### src/design/rlf_pkg.sv
// Shared types, codes and defaults for the run-length FIFO with bulk take.
package rlf_pkg;

   localparam int unsigned DEF_RUN_DEPTH  = 1024;
   localparam int unsigned DEF_VALUE_BITS = 32;
   localparam int unsigned DEF_COUNT_BITS = 32;

   localparam int unsigned FIELD_BITS  = 32;
   localparam int unsigned SUM_BITS    = 64;
   localparam int unsigned STATUS_BITS = 2;

   localparam logic REQ_PUSH = 1'b0;
   localparam logic REQ_TAKE = 1'b1;

   localparam logic [STATUS_BITS-1:0] STATUS_OK    = 2'd0;
   localparam logic [STATUS_BITS-1:0] STATUS_FULL  = 2'd1;
   localparam logic [STATUS_BITS-1:0] STATUS_UNDER = 2'd2;

   typedef enum logic [2:0] {
      ST_IDLE,
      ST_CHECK,
      ST_MUL,
      ST_ADD,
      ST_FIN
   } ctrl_state_type;

   typedef struct packed {
      logic accept_push;
      logic accept_take;
      logic rd_issue;
      logic run_update;
      logic sum_add;
      logic set_under;
      logic rsp_load;
   } cmd_type;

   typedef struct packed {
      logic want_zero;
      logic occ_zero;
   } stat_type;

endpackage

### src/design/rlf_ctrl.sv
// Sequencer for push and take transfers of the run-length FIFO.
module rlf_ctrl (
   input  logic             clock,
   input  logic             reset,
   input  logic             req_valid,
   output logic             req_ready,
   input  logic             req_type,
   output logic             rsp_valid,
   input  logic             rsp_ready,
   input  rlf_pkg::stat_type stat,
   output rlf_pkg::cmd_type  cmd
);

   rlf_pkg::ctrl_state_type state_ff, state_in;
   logic rsp_valid_ff, rsp_valid_in;
   logic rsp_free;

   assign rsp_free  = !rsp_valid_ff || rsp_ready;
   assign rsp_valid = rsp_valid_ff;

   always_comb begin
      state_in = state_ff;
      case (state_ff)
         rlf_pkg::ST_IDLE: begin
            if (req_valid) begin
               state_in = (req_type == rlf_pkg::REQ_TAKE) ? rlf_pkg::ST_CHECK
                                                          : rlf_pkg::ST_FIN;
            end
         end
         rlf_pkg::ST_CHECK: begin
            if (stat.want_zero || stat.occ_zero) begin
               state_in = rlf_pkg::ST_FIN;
            end else begin
               state_in = rlf_pkg::ST_MUL;
            end
         end
         rlf_pkg::ST_MUL: state_in = rlf_pkg::ST_ADD;
         rlf_pkg::ST_ADD: state_in = rlf_pkg::ST_CHECK;
         rlf_pkg::ST_FIN: begin
            if (rsp_free) begin
               state_in = rlf_pkg::ST_IDLE;
            end
         end
         default: state_in = rlf_pkg::ST_IDLE;
      endcase
   end

   always_comb begin
      cmd       = '0;
      req_ready = 1'b0;
      case (state_ff)
         rlf_pkg::ST_IDLE: begin
            req_ready       = 1'b1;
            cmd.accept_push = req_valid && (req_type == rlf_pkg::REQ_PUSH);
            cmd.accept_take = req_valid && (req_type == rlf_pkg::REQ_TAKE);
         end
         rlf_pkg::ST_CHECK: begin
            cmd.rd_issue  = !stat.want_zero && !stat.occ_zero;
            cmd.set_under = !stat.want_zero && stat.occ_zero;
         end
         rlf_pkg::ST_MUL: cmd.run_update = 1'b1;
         rlf_pkg::ST_ADD: cmd.sum_add = 1'b1;
         rlf_pkg::ST_FIN: cmd.rsp_load = rsp_free;
         default: cmd = '0;
      endcase
   end

   always_comb begin
      rsp_valid_in = rsp_valid_ff && !rsp_ready;
      if (cmd.rsp_load) begin
         rsp_valid_in = 1'b1;
      end
   end

   always_ff @(posedge clock) begin
      if (reset) begin
         state_ff     <= rlf_pkg::ST_IDLE;
         rsp_valid_ff <= 1'b0;
      end else begin
         state_ff     <= state_in;
         rsp_valid_ff <= rsp_valid_in;
      end
   end

endmodule

### config.mk
export PLATFORM = sky130hd
export DESIGN_NAME = rlf_ctrl
export DESIGN_NICKNAME = d
export VERILOG_FILES = /design/src/design/rlf_pkg.sv /design/src/design/rlf_ctrl.sv
export SDC_FILE = /design/constraint.sdc
export NUM_CORES = 1
export LEC_CHECK = 0
export BUFFER_PORTS_ARGS = -buffer_cell sky130_fd_sc_hd__buf_2
export CORE_AREA = 4 4 41 43
export CTS_CLUSTER_DIAMETER = 60
export DETAILED_ROUTE_END_ITERATION = 10
export DIE_AREA = 0 0 45 47
export PLACE_DENSITY = 0.45
export RECOVER_POWER = 25
export SLEW_MARGIN = 20
export SYNTH_ARGS = -nofsm -noshare
export SYNTH_HDL_FRONTEND = slang
export SYNTH_SLANG_ARGS = --single-unit
### constraint.sdc
create_clock -name clock -period 1.2 [get_ports clock]
set_input_delay 0.24 -clock clock [delete_from_list [all_inputs] [get_ports clock]]
set_output_delay 0.24 -clock clock [all_outputs]
set_load 0.01 [all_outputs]
# [Yosys cells after proc, flatten, opt, wreduce, memory -nomap -nowiden]
# Index checks and enable logic that the tools add are counted.
[classes] reduce_logical=13 n_mux=13 eq_ne=6 bitwise=1
[op_table] operator="$pmux W3 S5" n=1
[op_table] operator="$mux W3" n=4
[op_table] operator="$mux W1" n=7
[op_table] operator="$eq A3 B2 Y1 const B" n=2
[op_table] operator="$logic_and A1 B1 Y1" n=5
[op_table] operator="$logic_not A1 Y1" n=4
[op_table] operator="$ne A2 B2 Y1 const B" n=2
[op_table] operator="$eq A3 B1 Y1 const B" n=1
[op_table] operator="$eq A3 B3 Y1 const B" n=1
[op_table] operator="$logic_not A3 Y1" n=1
[op_table] operator="$logic_or A1 B1 Y1" n=2
[op_table] operator="$mux W2" n=1
[op_table] operator="$reduce_and A2 Y1" n=1
[op_table] operator="$not A1 Y1" n=1
[totals] inputBits=7 wordCells=35 out_inout_bits=9 reg_bits=4

# [Depth between registers and ports, before layout]
# Gate-level depths: netlist of the first run.
[logic_depth] ltp_word=4 ltp_mapped=4

# [Least setup slack after synthesis of the first run]
# No wires, ideal clock.
[synth_path] path_type="reg2out" start="register state_ff[2]" end="output cmd[5] (netlist bit)" t_arrival_ps=1016 slack_ps=-56 stages_incl_launch_ff=4 cell_sequence="dfxtp_1 buf_6 nor3_1 and3_1"
[synth_lines] element="start, declared" line_no="rlf_ctrl.sv:14" text="rlf_pkg::ctrl_state_type state_ff, state_in;"
[synth_lines] element="start signal, assigned" line_no="rlf_ctrl.sv:77" text="state_ff <= rlf_pkg::ST_IDLE;"
[synth_lines] element="start signal, assigned" line_no="rlf_ctrl.sv:80" text="state_ff <= state_in;"
[synth_lines] element="end, declared" line_no="rlf_ctrl.sv:11" text="output rlf_pkg::cmd_type cmd"

==> results of run 1 <==
power by group through the flow:
stage	sequential, uW	clock [uW]	combinational (uW)
6_report	158	165	129
5_1_grt	160	188	140
4_1_cts	158	179	115
3_5_place_dp	156	0	96.8
3_3_place_gp	155	0	99.4
2_1_floorplan	152	0	56.9
synth_stat cells (2+ instances only):
master and n:
dfxtp_1 4, nor2_1 4, and3_1 2, nand2b_1 2, nor3_1 2
per-stage QoR:
stage / cell area [um^2] / TNS (ps) / power [uW] / hold slack, ps
global route: 470 / -1500 / 488 / 222
floorplan: 245 / 0 / 209 / 309
CTS: 439 / -1070 / 452 / 200
detailed placement: 365 / -29.4 / 252 / 457
global placement: 365 / 0 / 254 / 459
finish: 470 / -1020 / 451 / 213
worst reg2reg max path: stages, from the launching register on:
cell and delay (ps):
dfxtp_4 380, buf_6 130, nor2_2 40, and2_4 140, o21ba_1 170
cells by family (layout without fill, tap and decap cells):
family / after synthesis / after routing / share of synthesized area
AOI/OAI and AO/OA: 5 / 5 / 0.141
buffers and inverters: 2 / 25 / 0.0625
DFF: 4 / 4 / 0.333
and+or+nand+nor: 18 / 18 / 0.464
flip-flops by register name (all words and copies together), names as in the netlist:
signal	flops
rsp_valid	1
state_ff	3
final timing paths:
kind | end | slack [ps] | cells past startpoint
worst max register to register | state_ff[1] | 240 | 4
worst min register to register | state_ff[0] | 510 | 1
worst min-delay path | rsp_valid | 210 | 2
worst max-delay path | cmd[6] | -180 | 3
routing by layer:
layer	track usage	wire length, um	share of wire
met1	0.0801	318	0.45
met2	0.116	302	0.43
met3	0.0421	79	0.11
met4	0.0702	0	0
met5	0	0	0
layout make-up:
cell class | count | area [um^2]
multi-input cells | 23 | 190
inverters | 1 | 6.26
fillers | 142 | 831
clock buffers | 3 | 22.5
repair buffers | 21 | 144
well taps | 15 | 18.8
flip-flops and latches | 4 | 88.8
what timing repair did:
item | 4_1_cts | 5_1_grt
setup endpoints to repair | 8 | 8
resized for setup | 14 | 5
buffers inserted | 0 | 1
pin swaps | 3 | 3
endpoints found under the hold margin | 0 | 0
==> impl_metrics.yaml, run 1 <==
status:
  status: "finished with violations"
  violations: "setup timing"
floorplanning:
  io_pins: 16
  std_cell_rows: 13
  dieArea_um2: 2120
  die_w_um: 45
  start_util: 0.185
  core_um2: 1300
  die_h_um: 47
detailed_routing:
  dr.pass1.iters: 1
  drtIter0Drc: 0
  viasPerCell: 4.19
  drtAntennaViolNets: 0
  drc_errors: 0
  drt_wl_total_um: 699
  wire_per_inst_um: 10.4
  vias: 281
worst_setup_path:
  worst_setup_path_end_kind: "output port"
  cp_data_arrival_time_ps: 1140
  crit_slowest_cell: "dfxtp_4"
  start_kind: "register"
  crit_family: "flip-flops"
  path_cells: "buf_6 -> nor4_4 -> buf_2"
  path_buf_inv: 2
  crit_start: "state_ff[2]"
  r2r_start: "state_ff[0]"
  slowest_delay_ps: 370
  crit_required_ps: 960
  setup.worst_path.class: "register to output port"
  worstPathMaxFanout: 6
clock_network:
  cts_sinks: 4
  cts_buffer_depth: 2
  cts-htree-levels: 1
  clkTransAtPathRegs_ps: 40
  clkLatencyLatePin_ps: 230
  cts_tree: "yes"
  cts_hold_buf: 0
  cts_buffers: 3
  clockRootBuffer: "clkbuf_4"
cells_and_area:
  synthToLayoutAreaGrowth_pct: 95.8
  final_cell_mix: "buf_2, buf_6, nor2_1, clkbuf_4, buf_4"
  final_common_cell: "buf_2"
  drive_gt1_frac: 0.692
  n_antenna_cell: 0
  fin_cells: 67
  fin_nets: 61
  fin_util: 0.362
grt:
  antenna_found_initial: 0
  grt_max_degree: 7
  grt_usage: 0.0784
  grt_overflow: 0
  grt_pass1_vias: 294
  grt_pass1_wl_mm: 1.13
power_and_ir_drop:
  p_sw_frac: 0.271
  combPwrFrac: 0.285
  p_int_uw: 329
  vdd_drop_max_uv: 272
  clkPwrFrac: 0.365
  leakage_uw: 0.000232
  power_frac_seq: 0.350
  powerDensity_nw_per_um2: 960
  power.switching_uw: 122
run:
  drv_cap: 0
timing:
  drv_slew: 0
  worst_pin_slew_ps: 187
  finalHoldViolCount: 0
  fin_crit_sh: 1.15
  slew-limit-headroom: 0.875
  timing.fmax_ghz: 0.724
  rsz0062_at_grt: "yes"
  layout_setup_ws_ps: -182
  fin_skew_ps: 3.87
  fin_crit_ps: 1380
  setup_viol: 8
place:
  io_buffers: 15
  dp_worst_setup_slack_ps: -17.0
  dp_hpwl_um: 528
  placed_cells: 63
  gp_congestion: 0.718
synthesis:
  synthArstFlopShare: 0
  synth-main-ff-cell: "dfxtp_1"
  syn-instance-count: 29
  synth_area_leaders: "dfxtp_1, nor2_1, nor4b_2"
  yosys_warnings: 0
  avgSynthCellArea_um2: 8.28
  yosysTopAreaCell: "dfxtp_1"
  netlist_area_um2: 240
  synth_edf_count: 0
  ys_seq_area_frac: 0.333
  syn-num-nets: 36
  synth.top_cell.area_share: 0.333
  ys_ff_latch: 4
  ys_types: 20
hold_path:
  hp-class: "input pin to register"
  min-delay-start: "reset"
No activity file was read; power rests on OpenSTA's default activity.
==> inputs of run 2 (changes only) <==
Clock period 1.2 ns to 1.7 ns, I/O delays scaled along.
==> run 2 against run 1 <==
Effect of this change: the run now ends clean; worst setup slack gained 320 ps; core utilization shrank 9.7 points; non-clock buffer count is 6 lower; clock skew fell by 3.2 ps; critical path depth is the same; worst hold slack improved by 110 ps; sequential share of layout area increased by 4.4 points; sequential cell count stayed put; first-iteration DRC count up 1.
==> impl_metrics.yaml, run 2 (synthesis results as in run 1) <==
timing:
  timing.fmax_ghz: 0.639
  fin_crit_ps: 1570
  slew-limit-headroom: 0.809
  drv_slew: 0
  fin_skew_ps: 0.714
  setup_viol: 0
  finalHoldViolCount: 0
  rsz0062_at_grt: "no"
  worst_pin_slew_ps: 286
  fin_crit_sh: 0.921
  tns_ps: 0
  holdWs_ps: 319
clock_network:
  cts_setup_buffers: 0
  clkLatencyLatePin_ps: 230
  clockRootBuffer: "clkbuf_4"
  cts_sinks: 4
  cts-htree-levels: 1
  cts_tree: "yes"
  cts_buffers: 3
  cts_hold_buf: 0
  clkTransAtPathRegs_ps: 40
  cts_resized: 0
  cts_buffer_depth: 2
place:
  io_buffers: 15
  gp_congestion: 0.644
  dp_hpwl_um: 474
worst_setup_path:
  worst_setup_path_end_kind: "output port"
  start_kind: "register"
  cp_data_arrival_time_ps: 1230
  worstPathMaxFanout: 9
  setup.worst_path.class: "register to output port"
  crit_required_ps: 1360
detailed_routing:
  vias: 260
  dr.pass1.iters: 2
  drc_errors: 0
  drtIter0Drc: 1
  drtAntennaViolNets: 0
  viasPerCell: 4.26
  wire_per_inst_um: 9.84
  drt_wl_total_um: 600
hold_path:
  hp-class: "input pin to register"
cells_and_area:
  drive_gt1_frac: 0.435
  final_common_cell: "buf_2"
  n_antenna_cell: 0
  final_cell_mix: "buf_2, nor2_1, dfxtp_1, clkbuf_4"
  largest_reg_flops: 3
  synthToLayoutAreaGrowth_pct: 43.2
  fin_nets: 55
  regMostFlops: "state_ff"
power_and_ir_drop:
  leakage_uw: 0.000179
  vdd_drop_max_uv: 225
  powerDensity_nw_per_um2: 817
grt:
  grt_overflow: 0
  antenna_found_initial: 0
  grt_pass1_wl_mm: 1.07
  grt_pass1_vias: 262
  grt_max_degree: 10
  grt_usage: 0.0775
run:
  drv_cap: 0
floorplanning:
  dieArea_um2: 2120
  core_um2: 1300
  die_w_um: 45
  io_pins: 16
  die_h_um: 47
  std_cell_rows: 13
  start_util: 0.185
status:
  status: "finished clean"
==> run 2: worst max-delay path, stage by stage (launching register included) <==
cell     delay, ps
dfxtp_1        380
nor4b_2        310
and2b_1        170
buf_2          130
==> run 2: final cells by class <==
type,count,area [um^2]
clock buffer,3,22.5
fill,161,957
inverter,1,3.75
multi-input combinational,23,145
sequential,4,80.1
tap,15,18.8
timing repair buffer,15,73.8
==> run 2: final timing paths <==
check,slack (ps),endpoint,cells after the start,start
min,320,rsp_valid,2,reset
min reg2reg,540,rsp_valid,2,rsp_valid
max,130,cmd[4],3,state_ff[2]
max reg2reg,670,state_ff[1],3,state_ff[2]
==> run 2: power by group <==
part	internal [uW]	leakage, uW	switching, uW	total, uW
clock	79.0	0.0000138	38.8	118
combinational	27.5	0.000133	25.8	53.3
sequential	101	0.0000327	9.60	110
==> run 2: stage by stage <==
stage	power [uW]	std cells	setup WS [ps]	instance area (um^2)	util
2_1_floorplan	146	29	344	240	-
3_3_place_gp	167	58	379	323	0.248
3_5_place_dp	166	58	370	323	0.248
4_1_cts	291	61	107	345	0.265
5_1_grt	306	61	27.6	344	0.264
6_report	281	61	134	344	0.264
==> run 2: routing by layer <==
layer	vias up	global-route usage	part of all wire
met5	-	0	0
met1	103	0.0957	0.48
met3	2	0.0498	0.13
li1	139	-	-
met2	16	0.0791	0.36
met4	0	0.0877	0.025
==> inputs of run 3 (changes only) <==
Settings changed: BUFFER_PORTS_ARGS -buffer_cell sky130_fd_sc_hd__buf_2 to unset, DONT_BUFFER_PORTS set to 1, GPL_TIMING_DRIVEN set to 0, MAX_ROUTING_LAYER set to met4, PLACE_DENSITY 0.45 to 0.35.
==> run 3 against run 2 <==
Effect of this change: total power fell by 2.6%; worst hold slack worse by 150 ps; combinational power down 15%; critical path depth down 1; clock power hardly changed; via count shrank 16%; worst setup slack improved by 6.2 ps; fmax rose by 0.40%; routed wire length increased by 7.8%; sequential cell count unchanged.
==> impl_metrics.yaml, run 3 (synthesis results as in run 1) <==
grt:
  grt_max_degree: 10
  grt_usage: 0.0743
  antenna_found_initial: 0
  grt_pass1_wl_mm: 1.01
  grt_pass1_vias: 230
  grt_overflow: 0
cells_and_area:
  largest_reg_flops: 3
  synthToLayoutAreaGrowth_pct: 19.3
  fin_nets: 41
  regMostFlops: "state_ff"
  drive_gt1_frac: 0.250
  fin_util: 0.220
  n_antenna_cell: 0
  final_cell_mix: "nor2_1, dfxtp_1, clkbuf_4, and3_1, nand2b_1"
clock_network:
  clockRootBuffer: "clkbuf_4"
  cts-htree-levels: 1
  cts_sinks: 4
  cts_setup_buffers: 0
  cts_buffer_depth: 2
  cts_buffers: 3
  cts_tree: "yes"
  clkTransAtPathRegs_ps: 40
  cts_hold_buf: 0
  clkLatencyLatePin_ps: 240
power_and_ir_drop:
  vdd_drop_max_uv: 225
  powerDensity_nw_per_um2: 956
  leakage_uw: 0.000121
worst_setup_path:
  slowest_delay_ps: 460
  path_cells: "nor4b_2 -> and2b_1"
  crit_slowest_cell: "dfxtp_1"
  start_kind: "register"
  crit_required_ps: 1360
  worst_setup_path_end_kind: "output port"
  worstPathMaxFanout: 8
  cp_data_arrival_time_ps: 1220
  setup.worst_path.class: "register to output port"
detailed_routing:
  drtIter0Drc: 3
  dr.pass1.iters: 2
  viasPerCell: 4.66
  drc_errors: 0
  drt_wl_total_um: 647
  vias: 219
  drtAntennaViolNets: 0
  wire_per_inst_um: 13.8
timing:
  rsz0062_at_grt: "no"
  layout_setup_ws_ps: 140
  fin_crit_sh: 0.917
  fin_skew_ps: 2.92
  drv_slew: 0
  timing.fmax_ghz: 0.641
  fin_crit_ps: 1560
  finalHoldViolCount: 0
  worst_pin_slew_ps: 514
  setup_viol: 0
  tns_ps: 0
  slew-limit-headroom: 0.654
place:
  io_buffers: 0
  dp_worst_setup_slack_ps: 270
  gp_congestion: 0.713
  dp_hpwl_um: 497
floorplanning:
  dieArea_um2: 2120
  start_util: 0.185
  io_pins: 16
  core_um2: 1300
  die_h_um: 47
  die_w_um: 45
  std_cell_rows: 13
status:
  status: "finished clean"
run:
  drv_cap: 0
hold_path:
  hp-class: "input pin to register"
## run 3: cell count changes in the layout (fill, tap and decap cells not counted), sizes merged
cell | before | now
buf | 14 | 1
clkbuf | 4 | 3
## run 3: worst paths after layout
path | startpoint | to | slack [ps] | depth (start not counted)
max | state_ff[0] | cmd[4] | 140 | 2
min | reset | rsp_valid | 170 | 1
max reg2reg | state_ff[0] | state_ff[1] | 530 | 3
min reg2reg | state_ff[2] | state_ff[0] | 550 | 2
## run 3: stage by stage
step / std cells / hold slack (ps) / power (uW) / cell area, um^2
3_3_place_gp: 44 / 414 / 153 / 259
4_1_cts: 47 / 157 / 280 / 282
6_report: 47 / 165 / 274 / 287
5_1_grt: 47 / 159 / 293 / 287
3_5_place_dp: 44 / 413 / 153 / 259
2_1_floorplan: 29 / 409 / 146 / 240
## run 3: area by class of cell
cell class,instances,area (um^2)
Sequential cell,4,80.1
Inverter,1,3.75
Buffer,1,11.3
Multi-Input combinational cell,23,150
Fill cell,161,1010
Clock buffer,3,22.5
Tap cell,15,18.8
## run 3: report_power, final
group          switching, uW  internal, uW  total, uW
clock network           42.3          79.2        121
logic                   24.2          21.1       45.3
registers               6.76           100        107
## run 3: critical path, delay by kind of cell (launching register included)
kind | cells | cell delay [ps]
AND/OR/NAND/NOR | 2 | 520
flip-flops | 1 | 460
## run 3: repair_timing
action                                 CTS  global route
setup endpoints to repair                0             1
gates resized for setup                  0             1
endpoints found under the hold margin    0             0
## run 3: layer usage
metal	global-route usage	share of wire	vias to the layer above
met5	-	0	-
met4	0.0877	0.0062	0
met3	0.0383	0.12	2
met2	0.102	0.49	7
met1	0.0683	0.38	100
li1	-	-	110
